[config.mk]
export PLATFORM = sky130hd
export DESIGN_NAME = task_dispatch_scheduler_top_flat
export DESIGN_NICKNAME = d
export VERILOG_FILES = /design/src/hdl/tds_pkg.sv /design/src/hdl/tds_in_if.sv /design/src/hdl/tds_out_if.sv /design/src/hdl/task_dispatch_scheduler_top.sv /design/src/hdl/tds_ctrl.sv /design/src/hdl/tds_dp.sv /design/src/flat_wrapper.sv
export SDC_FILE = /design/constraint.sdc
export NUM_CORES = 2
export LEC_CHECK = 0
export ABC_AREA = 1
export BUFFER_PORTS_ARGS = -buffer_cell sky130_fd_sc_hd__buf_4
export CAP_MARGIN = 5
export CELL_PAD_IN_SITES_DETAIL_PLACEMENT = 1
export CELL_PAD_IN_SITES_GLOBAL_PLACEMENT = 2
export CORE_ASPECT_RATIO = 0.9
export CORE_UTILIZATION = 35
export CTS_BUF_LIST = sky130_fd_sc_hd__clkbuf_8
export DETAILED_ROUTE_END_ITERATION = 12
export MAX_ROUTING_LAYER = met4
export PLACE_DENSITY_LB_ADDON = 0.2
export SYNTH_ARGS = -nofsm -noshare
export SYNTH_HDL_FRONTEND = slang
export SYNTH_SLANG_ARGS = --single-unit
export TNS_END_PERCENT = 20
[constraint.sdc]
create_clock -name i_clk -period 11.7 [get_ports i_clk]
set_input_delay 2.34 -clock i_clk [delete_from_list [all_inputs] [get_ports i_clk]]
set_output_delay 2.34 -clock i_clk [all_outputs]
set_load 0.05 [all_outputs]
[src/hdl/tds_pkg.sv]
// Shared types, sizes and codes for the task dispatch scheduler.
// No dependencies; every other file depends on this package.
`default_nettype none
package tds_pkg;

    localparam int MAX_TASKS = 16;
    localparam int SLOT_W    = $clog2(MAX_TASKS);
    localparam int CNT_W     = $clog2(MAX_TASKS + 1);
    localparam int TIME_W    = 16;
    localparam int PRI_W     = 8;
    localparam int STS_W     = 3;
    localparam int OSLOT_W   = 4;
    localparam int POL_W     = 2;
    localparam int ADDR_W    = 3;
    localparam int DATA_W    = 32;

    localparam logic [STS_W-1:0] ST_RAN   = 3'd0;
    localparam logic [STS_W-1:0] ST_IDLE  = 3'd1;
    localparam logic [STS_W-1:0] ST_EMPTY = 3'd2;
    localparam logic [STS_W-1:0] ST_ADDED = 3'd3;
    localparam logic [STS_W-1:0] ST_FULL  = 3'd4;

    localparam logic [POL_W-1:0] POL_FCFS = 2'd0;
    localparam logic [POL_W-1:0] POL_SJF  = 2'd1;
    localparam logic [POL_W-1:0] POL_PRIO = 2'd2;
    localparam logic [POL_W-1:0] POL_RR   = 2'd3;

    localparam logic REG_POLICY  = 1'b0;
    localparam logic REG_QUANTUM = 1'b1;

    localparam logic CMD_ADD      = 1'b0;
    localparam logic CMD_DISPATCH = 1'b1;

    typedef enum logic [3:0] {
        S_IDLE, S_DECODE, S_RR_SCAN, S_RR_CUR, S_RR_PICK,
        S_BEST_SCAN, S_RUN, S_FIN1, S_FIN2, S_EMIT
    } t_state;

    typedef enum logic [3:0] {
        OP_NONE, OP_LATCH, OP_ADD, OP_RES_FULL, OP_RES_EMPTY, OP_RES_IDLE,
        OP_SCAN_INIT, OP_RR_STEP, OP_RR_CUR, OP_RR_POP, OP_BEST_STEP,
        OP_SEL_CUR, OP_SEL_BEST, OP_RUN, OP_FIN1, OP_FIN2
    } t_dp_op;

    typedef struct packed {
        logic is_add;
        logic full;
        logic empty;
        logic rr;
        logic cur_used;
        logic scan_done;
        logic rr_empty;
        logic found;
        logic run_left;
    } t_dp_stat;

    typedef struct packed {
        logic [STS_W-1:0]   status;
        logic [OSLOT_W-1:0] task_slot;
        logic [TIME_W-1:0]  start_time;
        logic [TIME_W-1:0]  run_length;
        logic               finished;
        logic [TIME_W-1:0]  turnaround;
        logic [TIME_W-1:0]  wait_time;
    } t_result;

    function automatic logic [OSLOT_W-1:0] out_slot(input logic [SLOT_W-1:0] s);
        logic [OSLOT_W-1:0] r;
        r = '0;
        for (int b = 0; b < OSLOT_W; b++) begin
            if (b < SLOT_W) begin
                r[b] = s[b];
            end
        end
        return r;
    endfunction

endpackage
`default_nettype wire

[src/hdl/tds_in_if.sv]
// Input channel of the task dispatch scheduler: valid/ready plus item fields.
// Depends on tds_pkg for field widths.
`default_nettype none
interface tds_in_if;
    logic                        valid;
    logic                        ready;
    logic                        cmd;
    logic [tds_pkg::TIME_W-1:0]  arrival_time;
    logic [tds_pkg::TIME_W-1:0]  burst_time;
    logic [tds_pkg::PRI_W-1:0]   priority_level;

    modport source (output valid, cmd, arrival_time, burst_time, priority_level,
                    input ready);
    modport sink (input valid, cmd, arrival_time, burst_time, priority_level,
                  output ready);
endinterface
`default_nettype wire

[src/hdl/tds_out_if.sv]
// Result channel of the task dispatch scheduler: valid/ready plus result fields.
// Depends on tds_pkg for field widths.
`default_nettype none
interface tds_out_if;
    logic                         valid;
    logic                         ready;
    logic [tds_pkg::STS_W-1:0]    status;
    logic [tds_pkg::OSLOT_W-1:0]  task_slot;
    logic [tds_pkg::TIME_W-1:0]   start_time;
    logic [tds_pkg::TIME_W-1:0]   run_length;
    logic                         finished;
    logic [tds_pkg::TIME_W-1:0]   turnaround;
    logic [tds_pkg::TIME_W-1:0]   wait_time;

    modport source (output valid, status, task_slot, start_time, run_length, finished,
                    turnaround, wait_time, input ready);
    modport sink (input valid, status, task_slot, start_time, run_length, finished,
                  turnaround, wait_time, output ready);
endinterface
`default_nettype wire

[src/hdl/task_dispatch_scheduler_top.sv]
// Top level of the task dispatch scheduler: APB registers, result register,
// controller and datapath. Depends on tds_pkg, tds_in_if, tds_out_if, tds_ctrl, tds_dp.
//
//   Channel   Dir   Handshake          Carries
//   i_task    in    valid/ready        cmd, arrival_time, burst_time, priority_level
//   o_result  out   valid/ready        status, task_slot, start_time, run_length,
//                                      finished, turnaround, wait_time
//   APB       in    psel/penable       policy (0x0), quantum (0x4)
//
// One item at a time. An add goes through the decode state to the result register.
// A dispatch scans the add order one entry a cycle; a finishing task adds the
// finish states FIN1 and FIN2, and round robin adds the RR_CUR and RR_PICK states.
// The length of the table scan sets how long a dispatch takes.
// Synchronous active-low reset empties the table and queues and zeroes time.
// A held result stalls the next result only; the next item is taken meanwhile.
`default_nettype none
module task_dispatch_scheduler_top (
    input  wire logic                        i_clk,
    input  wire logic                        i_rst_n,
    tds_in_if.sink                           i_task,
    tds_out_if.source                        o_result,
    input  wire logic                        psel,
    input  wire logic                        penable,
    input  wire logic                        pwrite,
    input  wire logic [tds_pkg::ADDR_W-1:0]  paddr,
    input  wire logic [tds_pkg::DATA_W-1:0]  pwdata,
    output logic      [tds_pkg::DATA_W-1:0]  prdata,
    output logic                             pready
);
    import tds_pkg::*;

    logic [POL_W-1:0]  r_policy;
    logic [TIME_W-1:0] r_quantum;
    logic              r_out_valid;
    t_result           r_out;

    t_dp_stat dp_stat;
    t_dp_op   dp_op;
    t_result  dp_res;
    logic     emit;
    logic     out_free;

    // register writes complete on the access phase
    assign pready = 1'b1;
    always_ff @(posedge i_clk) begin
        if (!i_rst_n) begin
            r_policy  <= POL_FCFS;
            r_quantum <= TIME_W'(1);
        end else if (psel && penable && pwrite) begin
            unique case (paddr[2])
                REG_POLICY:  r_policy  <= pwdata[POL_W-1:0];
                REG_QUANTUM: r_quantum <= pwdata[TIME_W-1:0];
                default: ;
            endcase
        end
    end
    assign prdata = (paddr[2] == REG_QUANTUM) ? DATA_W'(r_quantum) : DATA_W'(r_policy);

    // result register parts the datapath from the output side
    assign out_free = !r_out_valid || o_result.ready;
    always_ff @(posedge i_clk) begin
        if (!i_rst_n) begin
            r_out_valid <= 1'b0;
        end else if (emit) begin
            r_out_valid <= 1'b1;
        end else if (o_result.ready) begin
            r_out_valid <= 1'b0;
        end
    end
    always_ff @(posedge i_clk) begin
        if (emit) r_out <= dp_res;
    end

    assign o_result.valid      = r_out_valid;
    assign o_result.status     = r_out.status;
    assign o_result.task_slot  = r_out.task_slot;
    assign o_result.start_time = r_out.start_time;
    assign o_result.run_length = r_out.run_length;
    assign o_result.finished   = r_out.finished;
    assign o_result.turnaround = r_out.turnaround;
    assign o_result.wait_time  = r_out.wait_time;

    tds_ctrl u_ctrl (
        .i_clk      (i_clk),
        .i_rst_n    (i_rst_n),
        .i_in_valid (i_task.valid),
        .o_in_ready (i_task.ready),
        .i_stat     (dp_stat),
        .o_op       (dp_op),
        .i_out_free (out_free),
        .o_emit     (emit)
    );

    tds_dp u_dp (
        .i_clk            (i_clk),
        .i_rst_n          (i_rst_n),
        .i_op             (dp_op),
        .i_policy         (r_policy),
        .i_quantum        (r_quantum),
        .i_cmd            (i_task.cmd),
        .i_arrival_time   (i_task.arrival_time),
        .i_burst_time     (i_task.burst_time),
        .i_priority_level (i_task.priority_level),
        .o_stat           (dp_stat),
        .o_res            (dp_res)
    );

    // an accepted item leaves the controller busy for the next cycle
    a_busy_after_transfer: assert property (@(posedge i_clk) disable iff (!i_rst_n)
        (i_task.valid && i_task.ready) |=> !i_task.ready)
        else $error("input taken twice in a row");

    // a result only loads when the register is free or being drained
    a_no_overwrite: assert property (@(posedge i_clk) disable iff (!i_rst_n)
        emit |-> (!r_out_valid || o_result.ready))
        else $error("result overwritten");

    // only a run result carries the finished flag
    a_finish_on_run: assert property (@(posedge i_clk) disable iff (!i_rst_n)
        (o_result.valid && o_result.finished) |-> (o_result.status == ST_RAN))
        else $error("finished flag on non-run result");
endmodule
`default_nettype wire

[src/hdl/tds_ctrl.sv]
// Controller state machine of the task dispatch scheduler.
// Depends on tds_pkg; drives datapath operations from datapath status.
`default_nettype none
module tds_ctrl (
    input  wire logic              i_clk,
    input  wire logic              i_rst_n,
    input  wire logic              i_in_valid,
    output logic                   o_in_ready,
    input  wire tds_pkg::t_dp_stat i_stat,
    output tds_pkg::t_dp_op        o_op,
    input  wire logic              i_out_free,
    output logic                   o_emit
);
    import tds_pkg::*;

    t_state r_state;
    t_state n_state;

    always_ff @(posedge i_clk) begin
        if (!i_rst_n) begin
            r_state <= S_IDLE;
        end else begin
            r_state <= n_state;
        end
    end

    always_comb begin
        n_state = r_state;
        unique case (r_state)
            S_IDLE: begin
                if (i_in_valid) n_state = S_DECODE;
            end
            S_DECODE: begin
                if (i_stat.is_add || i_stat.empty) n_state = S_EMIT;
                else if (i_stat.rr) n_state = S_RR_SCAN;
                else if (i_stat.cur_used) n_state = S_RUN;
                else n_state = S_BEST_SCAN;
            end
            S_RR_SCAN: begin
                if (i_stat.scan_done) n_state = S_RR_CUR;
            end
            S_RR_CUR:  n_state = S_RR_PICK;
            S_RR_PICK: n_state = i_stat.rr_empty ? S_EMIT : S_RUN;
            S_BEST_SCAN: begin
                if (i_stat.scan_done) n_state = i_stat.found ? S_RUN : S_EMIT;
            end
            S_RUN:  n_state = i_stat.run_left ? S_EMIT : S_FIN1;
            S_FIN1: n_state = S_FIN2;
            S_FIN2: n_state = S_EMIT;
            S_EMIT: begin
                if (i_out_free) n_state = S_IDLE;
            end
            default: n_state = S_IDLE;
        endcase
    end

    always_comb begin
        o_op       = OP_NONE;
        o_in_ready = 1'b0;
        o_emit     = 1'b0;
        unique case (r_state)
            S_IDLE: begin
                o_in_ready = 1'b1;
                if (i_in_valid) o_op = OP_LATCH;
            end
            S_DECODE: begin
                if (i_stat.is_add) o_op = i_stat.full ? OP_RES_FULL : OP_ADD;
                else if (i_stat.empty) o_op = OP_RES_EMPTY;
                else if (!i_stat.rr && i_stat.cur_used) o_op = OP_SEL_CUR;
                else o_op = OP_SCAN_INIT;
            end
            S_RR_SCAN: begin
                if (!i_stat.scan_done) o_op = OP_RR_STEP;
            end
            S_RR_CUR:  o_op = OP_RR_CUR;
            S_RR_PICK: o_op = i_stat.rr_empty ? OP_RES_IDLE : OP_RR_POP;
            S_BEST_SCAN: begin
                if (!i_stat.scan_done) o_op = OP_BEST_STEP;
                else o_op = i_stat.found ? OP_SEL_BEST : OP_RES_IDLE;
            end
            S_RUN:  o_op = OP_RUN;
            S_FIN1: o_op = OP_FIN1;
            S_FIN2: o_op = OP_FIN2;
            S_EMIT: o_emit = i_out_free;
            default: o_op = OP_NONE;
        endcase
    end
endmodule
`default_nettype wire

[src/hdl/tds_dp.sv]
// Datapath of the task dispatch scheduler: task table, add order, ready queue,
// time counter and result fields. Depends on tds_pkg; driven by tds_ctrl.
`default_nettype none
module tds_dp (
    input  wire logic                         i_clk,
    input  wire logic                         i_rst_n,
    input  wire tds_pkg::t_dp_op              i_op,
    input  wire logic [tds_pkg::POL_W-1:0]    i_policy,
    input  wire logic [tds_pkg::TIME_W-1:0]   i_quantum,
    input  wire logic                         i_cmd,
    input  wire logic [tds_pkg::TIME_W-1:0]   i_arrival_time,
    input  wire logic [tds_pkg::TIME_W-1:0]   i_burst_time,
    input  wire logic [tds_pkg::PRI_W-1:0]    i_priority_level,
    output tds_pkg::t_dp_stat                 o_stat,
    output tds_pkg::t_result                  o_res
);
    import tds_pkg::*;

    logic [TIME_W-1:0] r_arr  [MAX_TASKS];
    logic [TIME_W-1:0] r_bur  [MAX_TASKS];
    logic [TIME_W-1:0] r_rem  [MAX_TASKS];
    logic [PRI_W-1:0]  r_pri  [MAX_TASKS];
    logic [SLOT_W-1:0] r_aol  [MAX_TASKS];
    logic [SLOT_W-1:0] r_fifo [MAX_TASKS];
    logic [MAX_TASKS-1:0] r_used;
    logic [MAX_TASKS-1:0] r_inq;
    logic [CNT_W-1:0]  r_cnt;
    logic [CNT_W-1:0]  r_rc;
    logic [SLOT_W-1:0] r_cs;
    logic              r_cv;
    logic [TIME_W-1:0] r_time;

    logic              r_cmd;
    logic [TIME_W-1:0] r_in_arr;
    logic [TIME_W-1:0] r_in_bur;
    logic [PRI_W-1:0]  r_in_pri;

    logic [CNT_W-1:0]  r_idx;
    logic              r_found;
    logic [SLOT_W-1:0] r_best;
    logic [TIME_W-1:0] r_best_key;
    logic [SLOT_W-1:0] r_sel;
    logic [TIME_W-1:0] r_limit;
    t_result           r_res;

    logic [SLOT_W-1:0] scan_slot;
    logic [SLOT_W-1:0] rd_slot;
    logic [TIME_W-1:0] rd_arr;
    logic [TIME_W-1:0] scan_key;
    logic              arrived;
    logic [SLOT_W-1:0] free_slot;
    logic              free_any;
    logic [TIME_W-1:0] q_eff;
    logic [TIME_W-1:0] sel_rem;
    logic [TIME_W-1:0] run_len;
    logic [TIME_W:0]   time_sum;
    logic [TIME_W-1:0] time_sat;
    logic [TIME_W:0]   idle_sum;
    logic [TIME_W-1:0] idle_sat;
    logic [SLOT_W-1:0] fifo_tgt;
    logic [MAX_TASKS-1:0] aol_gone;
    logic [MAX_TASKS-1:0] fifo_gone;
    logic [SLOT_W-1:0] aol_next  [MAX_TASKS];
    logic [SLOT_W-1:0] fifo_next [MAX_TASKS];
    logic              rr_take;
    logic              cur_take;

    assign scan_slot = r_aol[r_idx[SLOT_W-1:0]];
    assign rd_slot   = (i_op == OP_RR_STEP || i_op == OP_BEST_STEP) ? scan_slot : r_sel;
    assign rd_arr    = r_arr[rd_slot];
    assign arrived   = (rd_arr <= r_time);

    always_comb begin
        unique case (i_policy)
            POL_FCFS: scan_key = r_arr[scan_slot];
            POL_SJF:  scan_key = r_bur[scan_slot];
            default:  scan_key = {{(TIME_W-PRI_W){1'b0}}, r_pri[scan_slot]};
        endcase
    end

    // lowest free slot
    always_comb begin
        free_slot = '0;
        free_any  = 1'b0;
        for (int k = MAX_TASKS - 1; k >= 0; k--) begin
            if (!r_used[k]) begin
                free_slot = SLOT_W'(k);
                free_any  = 1'b1;
            end
        end
    end

    assign q_eff    = (i_quantum == '0) ? TIME_W'(1) : i_quantum;
    assign sel_rem  = r_rem[r_sel];
    assign run_len  = (r_limit < sel_rem) ? r_limit : sel_rem;
    assign time_sum = {1'b0, r_time} + {1'b0, run_len};
    assign time_sat = time_sum[TIME_W] ? '1 : time_sum[TIME_W-1:0];
    assign idle_sum = {1'b0, r_time} + (TIME_W+1)'(1);
    assign idle_sat = idle_sum[TIME_W] ? '1 : idle_sum[TIME_W-1:0];

    assign rr_take  = !(r_cv && scan_slot == r_cs) && arrived && !r_inq[scan_slot]
                      && (r_rc < CNT_W'(MAX_TASKS));
    assign cur_take = r_cv && !r_inq[r_cs] && (r_rc < CNT_W'(MAX_TASKS));

    // close the gap left by one removed entry
    assign fifo_tgt = (i_op == OP_RR_POP) ? r_fifo[0] : r_sel;
    always_comb begin
        logic a_acc;
        logic f_acc;
        a_acc = 1'b0;
        f_acc = 1'b0;
        for (int k = 0; k < MAX_TASKS; k++) begin
            a_acc = a_acc | ((CNT_W'(k) < r_cnt) && (r_aol[k] == r_sel));
            f_acc = f_acc | ((CNT_W'(k) < r_rc) && (r_fifo[k] == fifo_tgt));
            aol_gone[k]  = a_acc;
            fifo_gone[k] = f_acc;
            aol_next[k]  = r_aol[k];
            fifo_next[k] = r_fifo[k];
            if (k < MAX_TASKS - 1) begin
                if (a_acc) aol_next[k]  = r_aol[k+1];
                if (f_acc) fifo_next[k] = r_fifo[k+1];
            end
        end
    end

    always_ff @(posedge i_clk) begin
        if (!i_rst_n) begin
            r_used  <= '0;
            r_inq   <= '0;
            r_cnt   <= '0;
            r_rc    <= '0;
            r_cs    <= '0;
            r_cv    <= 1'b0;
            r_time  <= '0;
            r_idx   <= '0;
            r_found <= 1'b0;
        end else begin
            unique case (i_op)
                OP_ADD: begin
                    r_used[free_slot] <= 1'b1;
                    r_cnt             <= r_cnt + CNT_W'(1);
                end
                OP_RES_IDLE: r_time <= idle_sat;
                OP_SCAN_INIT: begin
                    r_idx   <= '0;
                    r_found <= 1'b0;
                end
                OP_RR_STEP: begin
                    r_idx <= r_idx + CNT_W'(1);
                    if (rr_take) begin
                        r_inq[scan_slot] <= 1'b1;
                        r_rc             <= r_rc + CNT_W'(1);
                    end
                end
                OP_RR_CUR: begin
                    r_cv <= 1'b0;
                    if (cur_take) begin
                        r_inq[r_cs] <= 1'b1;
                        r_rc        <= r_rc + CNT_W'(1);
                    end
                end
                OP_RR_POP: begin
                    r_inq[r_fifo[0]] <= 1'b0;
                    r_rc             <= r_rc - CNT_W'(1);
                end
                OP_BEST_STEP: begin
                    r_idx <= r_idx + CNT_W'(1);
                    if (arrived && (!r_found || scan_key < r_best_key)) begin
                        r_found <= 1'b1;
                    end
                end
                OP_RUN: begin
                    r_time <= time_sat;
                    if (sel_rem > r_limit) begin
                        r_cv <= 1'b1;
                        r_cs <= r_sel;
                    end
                end
                OP_FIN2: begin
                    r_used[r_sel] <= 1'b0;
                    r_inq[r_sel]  <= 1'b0;
                    r_cnt         <= r_cnt - CNT_W'(1);
                    if (r_inq[r_sel]) r_rc <= r_rc - CNT_W'(1);
                    r_cv <= 1'b0;
                    r_cs <= '0;
                end
                default: ;
            endcase
        end
    end

    // payload: table, lists and result fields
    always_ff @(posedge i_clk) begin
        unique case (i_op)
            OP_LATCH: begin
                r_cmd    <= i_cmd;
                r_in_arr <= i_arrival_time;
                r_in_bur <= i_burst_time;
                r_in_pri <= i_priority_level;
            end
            OP_ADD: begin
                r_arr[free_slot]        <= r_in_arr;
                r_bur[free_slot]        <= r_in_bur;
                r_rem[free_slot]        <= r_in_bur;
                r_pri[free_slot]        <= r_in_pri;
                r_aol[r_cnt[SLOT_W-1:0]] <= free_slot;
                r_res <= '{status: ST_ADDED, task_slot: out_slot(free_slot), default: '0};
            end
            OP_RES_FULL:  r_res <= '{status: ST_FULL, default: '0};
            OP_RES_EMPTY: r_res <= '{status: ST_EMPTY, default: '0};
            OP_RES_IDLE: begin
                r_res <= '{status: ST_IDLE, start_time: r_time,
                           run_length: TIME_W'(1), default: '0};
            end
            OP_RR_STEP: begin
                if (rr_take) r_fifo[r_rc[SLOT_W-1:0]] <= scan_slot;
            end
            OP_RR_CUR: begin
                if (cur_take) r_fifo[r_rc[SLOT_W-1:0]] <= r_cs;
            end
            OP_RR_POP: begin
                r_sel   <= r_fifo[0];
                r_limit <= q_eff;
                for (int k = 0; k < MAX_TASKS; k++) begin
                    if (fifo_gone[k]) r_fifo[k] <= fifo_next[k];
                end
            end
            OP_BEST_STEP: begin
                if (arrived && (!r_found || scan_key < r_best_key)) begin
                    r_best     <= scan_slot;
                    r_best_key <= scan_key;
                end
            end
            OP_SEL_CUR: begin
                r_sel   <= r_cs;
                r_limit <= TIME_W'(1);
            end
            OP_SEL_BEST: begin
                r_sel   <= r_best;
                r_limit <= TIME_W'(1);
            end
            OP_RUN: begin
                r_rem[r_sel] <= sel_rem - run_len;
                r_res <= '{status: ST_RAN, task_slot: out_slot(r_sel), start_time: r_time,
                           run_length: run_len, default: '0};
            end
            OP_FIN1: begin
                r_res.turnaround <= (r_time >= rd_arr) ? r_time - rd_arr : '0;
            end
            OP_FIN2: begin
                r_res.finished  <= 1'b1;
                r_res.wait_time <= (r_res.turnaround > r_bur[r_sel])
                                   ? r_res.turnaround - r_bur[r_sel] : '0;
                for (int k = 0; k < MAX_TASKS; k++) begin
                    if (aol_gone[k]) r_aol[k] <= aol_next[k];
                    if (fifo_gone[k]) r_fifo[k] <= fifo_next[k];
                end
            end
            default: ;
        endcase
    end

    always_comb begin
        o_stat.is_add    = (r_cmd == CMD_ADD);
        o_stat.full      = (r_cnt >= CNT_W'(MAX_TASKS)) || !free_any;
        o_stat.empty     = (r_cnt == '0);
        o_stat.rr        = (i_policy == POL_RR);
        o_stat.cur_used  = r_cv && r_used[r_cs];
        o_stat.scan_done = (r_idx >= r_cnt);
        o_stat.rr_empty  = (r_rc == '0);
        o_stat.found     = r_found;
        o_stat.run_left  = (sel_rem > r_limit);
    end

    assign o_res = r_res;
endmodule
`default_nettype wire

[src/flat_wrapper.sv]
// flat-port wrapper written by rule: the top's interface ports become plain ports
module task_dispatch_scheduler_top_flat import tds_pkg::*;
  (i_clk, i_rst_n, psel, penable, pwrite, paddr, pwdata, prdata, pready, i_task_valid, i_task_cmd, i_task_arrival_time, i_task_burst_time, i_task_priority_level, i_task_ready, o_result_valid, o_result_status, o_result_task_slot, o_result_start_time, o_result_run_length, o_result_finished, o_result_turnaround, o_result_wait_time, o_result_ready);
  tds_in_if i_task_i ();
  tds_out_if o_result_i ();
  input  wire logic i_clk;
  input  wire logic i_rst_n;
  input  wire logic psel;
  input  wire logic penable;
  input  wire logic pwrite;
  input  wire logic [tds_pkg::ADDR_W-1:0] paddr;
  input  wire logic [tds_pkg::DATA_W-1:0] pwdata;
  output logic      [tds_pkg::DATA_W-1:0] prdata;
  output logic pready;
  input wire logic [$bits(i_task_i.valid)-1:0] i_task_valid;
  input wire logic [$bits(i_task_i.cmd)-1:0] i_task_cmd;
  input wire logic [$bits(i_task_i.arrival_time)-1:0] i_task_arrival_time;
  input wire logic [$bits(i_task_i.burst_time)-1:0] i_task_burst_time;
  input wire logic [$bits(i_task_i.priority_level)-1:0] i_task_priority_level;
  output wire logic [$bits(i_task_i.ready)-1:0] i_task_ready;
  output wire logic [$bits(o_result_i.valid)-1:0] o_result_valid;
  output wire logic [$bits(o_result_i.status)-1:0] o_result_status;
  output wire logic [$bits(o_result_i.task_slot)-1:0] o_result_task_slot;
  output wire logic [$bits(o_result_i.start_time)-1:0] o_result_start_time;
  output wire logic [$bits(o_result_i.run_length)-1:0] o_result_run_length;
  output wire logic [$bits(o_result_i.finished)-1:0] o_result_finished;
  output wire logic [$bits(o_result_i.turnaround)-1:0] o_result_turnaround;
  output wire logic [$bits(o_result_i.wait_time)-1:0] o_result_wait_time;
  input wire logic [$bits(o_result_i.ready)-1:0] o_result_ready;
  assign i_task_i.valid = i_task_valid;
  assign i_task_i.cmd = i_task_cmd;
  assign i_task_i.arrival_time = i_task_arrival_time;
  assign i_task_i.burst_time = i_task_burst_time;
  assign i_task_i.priority_level = i_task_priority_level;
  assign i_task_ready = i_task_i.ready;
  assign o_result_valid = o_result_i.valid;
  assign o_result_status = o_result_i.status;
  assign o_result_task_slot = o_result_i.task_slot;
  assign o_result_start_time = o_result_i.start_time;
  assign o_result_run_length = o_result_i.run_length;
  assign o_result_finished = o_result_i.finished;
  assign o_result_turnaround = o_result_i.turnaround;
  assign o_result_wait_time = o_result_i.wait_time;
  assign o_result_i.ready = o_result_ready;
  task_dispatch_scheduler_top u_core (.i_clk(i_clk), .i_rst_n(i_rst_n), .i_task(i_task_i), .o_result(o_result_i), .psel(psel), .penable(penable), .pwrite(pwrite), .paddr(paddr), .pwdata(pwdata), .prdata(prdata), .pready(pready));
endmodule
==> key figures <==
Power
  • Combinational share of power: 0.246
  • Pwr dens: 192 nW/um^2
  • Clk pwr share: 0.308
  • Switch share: 0.355
  • Sw Pwr: 4.96 mW
  • Int Pwr: roughly 9 mW
  • VDD IR max: 103 uV
  • Sequential power share: 0.445
  • LEAKAGE: 26.5 nW

Global route
  • GRT Residual Overflow: 0
  • First-pass GRT wire length: 347 mm
  • Initial antenna violation count: 7
  • Pin count of the biggest net entering global routing: ~200
  • Tot GR Track Use: 0.263
  • Vias in the first global route: 50300

Critical path
  • Crit start category: flip-flop
  • Most common cell on crit path: nand2_1
  • Reg2Reg Depth: 32
  • R2r startpoint: u_core.u_dp.r_cnt[4]
  • CP Capture Type: flip-flop
  • Slowest stage cell on the critical path: inv_2
  • Worst path top cell family by delay: compound AO/OA/AOI/OAI gates
  • Critical path depth: 32
  • CP max FO: 41
  • Flop2flop setup slack: 2.61 ns
  • CP arrival: 9.70 ns
  • Buf/Inv on CP: 8
  • Worst reg2reg path endpoint: u_core.u_dp.r_fifo[9][3]
  • Required time of the critical path: 12.31 ns
  • WS Path Type: reg2reg
  • CP max stage delay: 0.77 ns

Detailed routing
  • Via count: slightly below 50000
  • Initial DRC count: 4204
  • Residual DRC: 0
  • Detailed-route wire length per cell: 27.1 um
  • Post-route ant nets: 0
  • Via density: about 5.6
  • WL final: 241 mm
  • Number of detailed-route iterations in the first pass: 5

Final layout
  • Area Growth Syn to Fin: 13.4%
  • Fin cells: 8907
  • Layout cell share with drive strength beyond 1: 0.112
  • Most common cell after layout, fill and taps aside: edfxtp_1
  • Fill count: about 20000
  • Most frequent cells in the layout: 1249 x edfxtp_1, 918 x nand2_1, 607 x o21ai_0, 574 x inv_1, 479 x nor2_1
  • Final net count: 6501

CTS
  • H-tree depth: 4
  • Resize count post-CTS: 0
  • Max Root-Sink Buffers: 3
  • CTS root buffer: clkbuf_8
  • Total setup buffers inserted after CTS: 0
  • Cts bufs inserted: 235
  • CTS tree: yes
  • Clk Latency, worst-skew pair: ~1.0 ns
  • Worst-path clk slew: roughly 0.07 ns
  • Clock Sinks: 1349
  • CTS hold repair buffers: 0

Yosys
  • Sequential fraction of the synthesis area: 0.615
  • Syn Inst Count: 6122
  • Async set-reset flop share out of synthesis: 0
  • Mapped cell area: 64300 um^2
  • Post-synth EDFFs: 1249
  • Synth warnings: 0
  • Unique masters post-synth: 71
  • Syn Area/Cell: 10.5 um^2
  • Synth Flop Type: edfxtp_1
  • Flops & latches, synth: around 1300

Timing
  • RSZ-0062 raised after global routing: no
  • Final Hold Viols: 0
  • Setup violations, final: 0
  • Fmax achieved: 110 MHz
  • Worst Tran Pin Value: 1.21 ns
  • Final period util: 0.777
  • Slew HR: 0.184
  • Final Slew Violations: 0
  • Setup TNS: 0 ns
  • Post-layout min period: 9.09 ns
  • Worst Skew: ~0.056 ns

Placed design
  • Post-DP HPWL: 147 mm
  • Dpl cells: 8466
  • Port buffer count: about 150
  • RePlAce Congestion: 0.859

Min path
  • Hold Crit Start: u_core.u_dp.o_res[60]
  • WHS Path Cells: 0
  • HP Class: reg2reg
  • Hold Path End: u_core.o_result.start_time[11]

Run status
  • Status: finished, final reports clean

Die
  • Die area: ~190000 um^2
  • Die Height: 409 um
  • Initial Util: 0.354
  • Die X: between 400 and 500 um
  • I/O Pins: between 150 and 200
  • FP Rows: between 100 and 150
  • Core footprint: between 150000 and 200000 um^2

Run
  • Maxcap violations: 0
==> through the flow <==
stage | instance area (um^2) | hold WS (ns) | utilization | setup slack (ns) | total power [mW]
floorplan | 64300 | 0.400 | - | 1.83 | 8.26
CTS | 72900 | 0.421 | 0.401 | 2.64 | 14.1
global placement | 68300 | 0.402 | 0.376 | 2.90 | 9.69
finish | 72900 | 0.418 | 0.401 | 2.61 | 14.0
global route | 72900 | 0.424 | 0.401 | 2.17 | 14.6
detailed placement | 68300 | 0.406 | 0.376 | 2.73 | 9.76
==> state kept, by name (all words and copies together) (netlist names), 64 cells and up, named ones only <==
register            count
u_core.u_dp.r_pri     128
u_core.u_dp.r_aol      64
u_core.u_dp.r_arr     256
u_core.u_dp.r_rem     256
u_core.u_dp.r_fifo     64
u_core.u_dp.o_res      72
u_core.u_dp.r_bur     256
==> how the worst max path moves through the flow <==
stage                         start                  endpoint  slack [ns]
3_3_place_gp   u_core.u_dp.r_cnt[4]  u_core.u_dp.r_fifo[4][0]        2.90
2_1_floorplan        o_result_ready  u_core.o_result.finished        1.83
4_1_cts        u_core.u_dp.r_cnt[4]  u_core.u_dp.r_fifo[4][2]        2.64
6_report       u_core.u_dp.r_cnt[4]  u_core.u_dp.r_fifo[9][3]        2.61
5_1_grt        u_core.u_dp.r_cnt[4]  u_core.u_dp.r_fifo[9][3]        2.17
3_5_place_dp   u_core.u_dp.r_cnt[4]  u_core.u_dp.r_fifo[2][2]        2.73
==> area by class of cell <==
type	count	area, um^2	share of cell area
antenna	7	17.5	0.000240
clock buffer	245	3370	0.0463
clock inverter	189	1180	0.0162
inverter	553	2090	0.0286
multi-input combinational	3889	21600	0.296
sequential	1349	39500	0.542
tap	2400	3000	0.0412
timing repair buffer	275	2140	0.0294
==> logic make-up (layout without fill, tap and decap cells) <==
logic type                 after synthesis  in the layout  share of synthesized area
and+or+nand+nor                       1865           1865                      0.121
AOI/OAI and AO/OA                     1716           1716                      0.160
DFF                                   1349           1349                      0.615
buffers and inverters                  899           1262                     0.0558
xor gates and xnor gates               120            120                     0.0164
adders and majority gates              115            115                     0.0229
muxes                                   56             56                    0.00872
other                                    2             24                   0.000117
==> power by group through the flow <==
stage	Combinational, mW	Clock (mW)	Sequential [mW]
4_1_cts	3.45	4.42	6.23
3_3_place_gp	3.39	0	6.31
3_5_place_dp	3.43	0	6.32
2_1_floorplan	2.01	0	6.25
5_1_grt	3.74	4.60	6.26
6_report	3.44	4.30	6.22
==> Yosys cell counts (13+ instances only) <==
master / n / area, um^2
ha_1: 111 / 1390
inv_1: 511 / 1920
o32ai_1: 14 / 123
o21ai_1: 40 / 200
nand4_1: 56 / 350
xnor2_1: 42 / 368
o21ai_0: 609 / 3050
o31ai_1: 46 / 345
a21oi_1: 440 / 2200
a221oi_1: 13 / 114
nor2_1: 514 / 1930
o221ai_1: 131 / 1150
nand2_1: 921 / 3460
clkbuf_1: 204 / 766
dfxtp_1: 100 / 2000
edfxtp_1: 1249 / 37500
o211ai_1: 117 / 878
o22ai_1: 125 / 782
inv_2: 31 / 116
mux2i_1: 56 / 561
a22oi_1: 82 / 616
buf_2: 69 / 345
o2111ai_1: 13 / 114
xor2_1: 78 / 683
buf_4: 23 / 173
buf_1: 46 / 173
nand3_1: 198 / 991
nor3_1: 95 / 475
nor4_1: 24 / 150
==> per-layer routing <==
metal | share of wire | GRT usage
met1 | 0.46 | 0.355
met4 | 0.021 | 0.0654
met3 | 0.052 | 0.0369
met2 | 0.47 | 0.416
met5 | 0 | -
Note: power is estimated with default switching activity, not from simulation.
